## src/rtl/asm_pkg.sv

```systemverilog
// Shared constants, codes and types of the address space slot manager.
`default_nettype none

package asm_pkg;

   localparam int SLOTS        = 256;
   localparam int PAGE_SHIFT   = 16;
   localparam int REGION_SHIFT = 36;
   localparam int OWNER_BITS   = 32;

   localparam int SLOT_W   = $clog2(SLOTS);
   localparam int HEAD_W   = $clog2(SLOTS + 1);
   localparam int ADDR_W   = 64;
   localparam int IDX_W    = ADDR_W - REGION_SHIFT;
   localparam int PAGES_W  = 21;
   localparam int RANGE_W  = 37;
   localparam int OWNER_W  = 32;
   localparam int INDEX_W  = 8;
   localparam int OP_W     = 3;
   localparam int STATUS_W = 3;

   localparam logic [HEAD_W-1:0] NO_SLOT = HEAD_W'(SLOTS);
   localparam logic [PAGES_W:0]  PAGE_LIMIT =
      (PAGES_W + 1)'(64'd1 << (REGION_SHIFT - PAGE_SHIFT));

   typedef enum logic [OP_W-1:0] {
      OP_REGISTER   = 3'd0,
      OP_UNREGISTER = 3'd1,
      OP_GROW       = 3'd2,
      OP_SHRINK     = 3'd3,
      OP_RELEASE    = 3'd4,
      OP_LOOKUP     = 3'd5
   } op_type;

   typedef enum logic [STATUS_W-1:0] {
      ST_OK       = 3'd0,
      ST_NO_FREE  = 3'd1,
      ST_LIMIT    = 3'd2,
      ST_SHRINK   = 3'd3,
      ST_BAD_SLOT = 3'd4
   } status_type;

   typedef struct packed {
      logic [HEAD_W-1:0]     next;
      logic [OWNER_BITS-1:0] owner;
      logic [PAGES_W-1:0]    pages;
   } slot_entry_type;

   typedef struct packed {
      logic                next_en;
      logic                owner_en;
      logic                pages_en;
      logic [SLOT_W-1:0]   addr;
      slot_entry_type      data;
   } table_wr_type;

   typedef struct packed {
      logic [OP_W-1:0]       op;
      logic [OWNER_BITS-1:0] owner;
      logic [INDEX_W-1:0]    slot_index;
      logic [PAGES_W-1:0]    amount;
      logic [SLOT_W-1:0]     slot;
      logic                  in_range;
      logic [ADDR_W-1:0]     base;
   } stage_type;

   typedef struct packed {
      status_type           status;
      logic [INDEX_W-1:0]   slot_out;
      logic [ADDR_W-1:0]    range_start;
      logic [RANGE_W-1:0]   range_bytes;
      logic [OWNER_W-1:0]   owner_out;
      logic [PAGES_W-1:0]   pages_now;
   } result_type;

   typedef struct packed {
      logic [HEAD_W-1:0] head;
      logic              use_set;
      logic              use_clr;
      logic              link_set;
   } commit_type;

endpackage

`default_nettype wire

```

## src/rtl/asm_op_exec.sv

```systemverilog
// Operation logic: status, result word, table writes and free-list update for one request.
`default_nettype none

module asm_op_exec (
   input  asm_pkg::stage_type          stage,
   input  asm_pkg::slot_entry_type     entry,
   input  logic                        slot_used,
   input  logic                        slot_linked,
   input  logic [asm_pkg::HEAD_W-1:0]  head,
   output asm_pkg::result_type         res,
   output asm_pkg::table_wr_type       wr,
   output asm_pkg::commit_type         cmt
);
   import asm_pkg::*;

   always_comb begin
      logic [PAGES_W:0]   grow_sum;
      logic [PAGES_W-1:0] shrink_left;
      logic [PAGES_W-1:0] off_pages;
      logic               slot_ok;
      logic               range_on;

      grow_sum    = {1'b0, entry.pages} + {1'b0, stage.amount};
      shrink_left = entry.pages - stage.amount;
      slot_ok     = (HEAD_W'(stage.slot_index) < NO_SLOT) && slot_used;
      off_pages   = '0;
      range_on    = 1'b0;

      res         = '0;
      res.status  = ST_OK;
      wr          = '0;
      wr.addr     = stage.slot;
      wr.data     = entry;
      cmt.head    = head;
      cmt.use_set = 1'b0;
      cmt.use_clr = 1'b0;
      cmt.link_set = 1'b0;

      case (op_type'(stage.op))
         OP_REGISTER: begin
            if (head >= NO_SLOT) begin
               res.status = ST_NO_FREE;
            end else begin
               res.slot_out    = INDEX_W'(stage.slot);
               res.range_start = stage.base;
               cmt.head        = slot_linked ? entry.next : head + HEAD_W'(1);
               cmt.use_set     = 1'b1;
               wr.owner_en     = 1'b1;
               wr.data.owner   = stage.owner;
               wr.pages_en     = 1'b1;
               wr.data.pages   = '0;
            end
         end
         OP_UNREGISTER, OP_GROW, OP_SHRINK, OP_RELEASE: begin
            res.slot_out = stage.slot_index;
            if (!slot_ok) begin
               res.status = ST_BAD_SLOT;
            end else begin
               res.pages_now = entry.pages;
               case (op_type'(stage.op))
                  OP_GROW: begin
                     if (grow_sum > PAGE_LIMIT) begin
                        res.status = ST_LIMIT;
                     end else begin
                        range_on        = 1'b1;
                        off_pages       = entry.pages;
                        res.range_bytes = RANGE_W'(ADDR_W'(stage.amount) << PAGE_SHIFT);
                        wr.pages_en     = 1'b1;
                        wr.data.pages   = grow_sum[PAGES_W-1:0];
                        res.pages_now   = grow_sum[PAGES_W-1:0];
                     end
                  end
                  OP_SHRINK: begin
                     if (stage.amount > entry.pages) begin
                        res.status = ST_SHRINK;
                     end else begin
                        range_on        = 1'b1;
                        off_pages       = shrink_left;
                        res.range_bytes = RANGE_W'(ADDR_W'(stage.amount) << PAGE_SHIFT);
                        wr.pages_en     = 1'b1;
                        wr.data.pages   = shrink_left;
                        res.pages_now   = shrink_left;
                     end
                  end
                  default: begin
                     range_on        = 1'b1;
                     res.range_bytes = RANGE_W'(ADDR_W'(entry.pages) << PAGE_SHIFT);
                     wr.pages_en     = 1'b1;
                     wr.data.pages   = '0;
                     res.pages_now   = '0;
                     if (op_type'(stage.op) == OP_UNREGISTER) begin
                        // push the slot back onto the free list
                        cmt.use_clr  = 1'b1;
                        cmt.link_set = 1'b1;
                        cmt.head     = HEAD_W'(stage.slot_index);
                        wr.next_en   = 1'b1;
                        wr.data.next = head;
                     end
                  end
               endcase
            end
         end
         OP_LOOKUP: begin
            if (!stage.in_range) begin
               res.status = ST_BAD_SLOT;
            end else begin
               res.slot_out = INDEX_W'(stage.slot);
               if (!slot_used) begin
                  res.status = ST_BAD_SLOT;
               end else begin
                  res.owner_out = OWNER_W'(entry.owner);
                  res.pages_now = entry.pages;
               end
            end
         end
         default: begin
            res.status = ST_BAD_SLOT;
         end
      endcase

      if (range_on) begin
         res.range_start = stage.base + (ADDR_W'(off_pages) << PAGE_SHIFT);
      end
   end

endmodule

`default_nettype wire

```

## config.mk

```make
export PLATFORM = sky130hd
export DESIGN_NAME = asm_op_exec
export DESIGN_NICKNAME = d
export VERILOG_FILES = /design/src/rtl/asm_pkg.sv /design/src/rtl/asm_op_exec.sv
export SDC_FILE = /design/constraint.sdc
export NUM_CORES = 1
export LEC_CHECK = 0
export BUFFER_PORTS_ARGS = -buffer_cell sky130_fd_sc_hd__buf_2
export CAP_MARGIN = 20
export CORE_AREA = 2 2 178 180
export DETAILED_ROUTE_END_ITERATION = 10
export DIE_AREA = 0 0 180 182
export PLACE_DENSITY_LB_ADDON = 0.25
export SYNTH_ARGS = -nofsm -noshare
export SYNTH_HDL_FRONTEND = slang
export SYNTH_SLANG_ARGS = --single-unit
```

## constraint.sdc

```tcl
create_clock -name vclk -period 12.1
set_clock_uncertainty 0.1 [all_clocks]
set_input_delay 2.42 -clock vclk [all_inputs]
set_output_delay 2.42 -clock vclk [all_outputs]
set_load 0.1 [all_outputs]
```

==> flow_metrics.env <==
export IMPL_status="complete, no violations"
export IMPL_cp_end_kind="output pin"
export IMPL_rows=65
export IMPL_slew_headroom=0.342
export IMPL_pwr_share_clk=0
export IMPL_required_ns=9.58
export IMPL_synth_top_area_frac=0.111
export IMPL_critPathTopFamily="compound AO/OA/AOI/OAI gates"
export IMPL_critical_path_class="in -> out"
export IMPL_cp_max_fo=16
export IMPL_grt_pass1_wl_microns=60800
export IMPL_synth_area_leader_cell="ha_1"
export IMPL_startpoint_type="input port"
export IMPL_grt_antenna_before_repair=16
export IMPL_drv_slew=0
export IMPL_grt_max_degree=60
export IMPL_path_depth=29
export IMPL_slowest_delay_ns=0.55
export IMPL_dp_hpwl_microns=35100
export IMPL_dr_pass1_iters=5
export IMPL_die_y_microns=182
export IMPL_rsz0062_at_grt="false"
export IMPL_crit_top_cell="o21a_1"
export IMPL_start_util=0.237
export IMPL_yosysSeqAreaShare=0
export IMPL_synth_most_common_cell="nand2_1"
export IMPL_post_cts_buffers=0
export IMPL_power_frac_comb=1.000
export IMPL_routabilityCongestion=0.942
export IMPL_yosys_top_cells_count="nand2_1 (150), nor2_1 (121), a21oi_1 (87)"
export IMPL_finalSetupViolCount=0
export IMPL_overflow=0
export IMPL_min_path_type="in -> out"
export IMPL_wl_per_cell_microns=21.3
export IMPL_avgSynthCellArea_sq_um=6.19
export IMPL_hold_slack_ns=5.12
export IMPL_nets=1848
export IMPL_ys_types=84
export IMPL_fp_coreArea_sq_um=31000
export IMPL_nFlopsAndLatches=0
export IMPL_num_vias=10400
export IMPL_ant_nets=0
export IMPL_crit_slowest_cell="or3_1"
export IMPL_drt_iter0_drc=822
export IMPL_arrival_ns=9.27
export IMPL_synth_area_leaders="ha_1 (11%), nand2_1 (7.7%), nor2_1 (6.2%), a21oi_1 (5.9%), a22o_1 (4.2%)"
export IMPL_seqPwrFrac=0
export IMPL_switching_share=0.773
export IMPL_finalHoldViolations=0
export IMPL_tightest_slew_ns=0.988
export IMPL_syn_area_sq_um=7340
export IMPL_dieArea_sq_um=32800
export IMPL_die_x_microns=180
export IMPL_routed_wl_microns=42100
export IMPL_layout_min_cycle_time_ns=11.79
export IMPL_fmaxAchievable_mhz=84.8
export IMPL_holdPathStages=3
export IMPL_fin_crit_sh=0.975
export IMPL_min_from="stage[59]"
export IMPL_p_per_area_nw_per_um2=76.4
export IMPL_drive_above_1_share=0.321
export IMPL_io_pin_count=460
export IMPL_path_buf_inv=5
export IMPL_ir_worst_vdd_v=0.0000634
export IMPL_nClkBuffers=0
export IMPL_power_internal_mw=0.177
export IMPL_grt_util_all_layers=0.238
export IMPL_final_setup_tns_ns=0
export IMPL_syn_to_final_growth_pct=39.3
export IMPL_max_cap_viol_count=0
export IMPL_io_buffers=444
export IMPL_power_leakage_nw=5.56
export IMPL_power_switching_mw=0.604
export IMPL_register_area_sq_um=0
export IMPL_grt_pass1_vias=9520
export IMPL_yosysWarnings=0
export IMPL_remaining_drc_errors=0
export IMPL_hold_path_end="res[149]"
export IMPL_vias_per_cell=5.28
export IMPL_synth_cells=1185
==> metal layers <==
layer / vias up / part of all wire / GRT usage
met4: 6 / 0.025 / 0.0569
met2: 543 / 0.48 / 0.405
met1: 4808 / 0.42 / 0.316
met3: 60 / 0.075 / 0.0343
met5: - / 0.0013 / 0
li1: 5007 / - / -
==> power by group through the flow <==
stage / Combinational, mW / Clock, mW / Sequential [mW]
final: 0.781 / 0.0000000446 / 0
after global routing: 0.815 / 0.0000000333 / 0
after CTS: 0.776 / 0 / 0
after detailed placement: 0.774 / 0 / 0
after global placement: 0.773 / 0 / 0
after floorplan: 0.589 / 0 / 0
==> final cells by class <==
class	instances	area (sq um)
Fill cell	3513	20800
Multi-Input combinational cell	1018	6610
Timing Repair Buffer	473	2810
Tap cell	402	503
Inverter	77	289
Antenna cell	4	10.0
==> cell families (layout without fill, tap and decap cells) <==
logic type / count (synthesis) / in the layout / share of synthesized area
buffers and inverters: 182 / 550 / 0.112
AO/OA/AOI/OAI: 377 / 377 / 0.360
XOR/XNOR: 46 / 46 / 0.0549
multiplexers: 29 / 29 / 0.0411
AND/OR/NAND/NOR: 482 / 482 / 0.313
adder cells (fa/ha/maj): 68 / 68 / 0.119
other: 1 / 20 / 0.000511
==> cell usage in the layout (no fill, tap or decap), types with 16 or more instances in the layout <==
cell,Yosys,final
buf_2,16,420
nand2_1,150,149
nor2_1,121,120
a21oi_1,87,87
inv_1,75,74
ha_1,65,65
o21ai_0,53,52
nand3_1,39,39
and2_1,39,39
a22oi_1,36,36
xnor2_1,35,35
a22o_1,35,35
and3_1,34,34
a21o_1,30,30
buf_4,32,28
buf_12,0,25
nor3_1,23,22
mux2i_1,20,20
a31oi_1,17,16
a211oi_1,16,16
conb_1,1,16
==> timing repair <==
item,CTS,global route
gates resized for setup,0,2
hold buffers,0,0
setup endpoints to repair,0,17
==> per-stage QoR <==
step | instances | cell area, sq um | total power, mW | util | worst slack [ns]
2_1_floorplan | 1200 | 7390 | 0.589 | - | 0.340
3_5_place_dp | 1970 | 10200 | 0.774 | 0.329 | 0.513
3_3_place_gp | 1970 | 10200 | 0.773 | 0.329 | 0.548
5_1_grt | 1973 | 10200 | 0.815 | 0.330 | 0.00900
4_1_cts | 1970 | 10200 | 0.776 | 0.329 | 0.478
6_report | 1974 | 10200 | 0.781 | 0.330 | 0.306
==> worst max-delay path by stage <==
stage,start,to
floorplan,stage[73],res[136]
global placement,entry[0],res[130]
detailed placement,stage[78],res[143]
CTS,stage[78],res[143]
global route,entry[0],res[135]
finish,stage[78],res[143]
No activity file was read; power rests on OpenSTA's default activity.
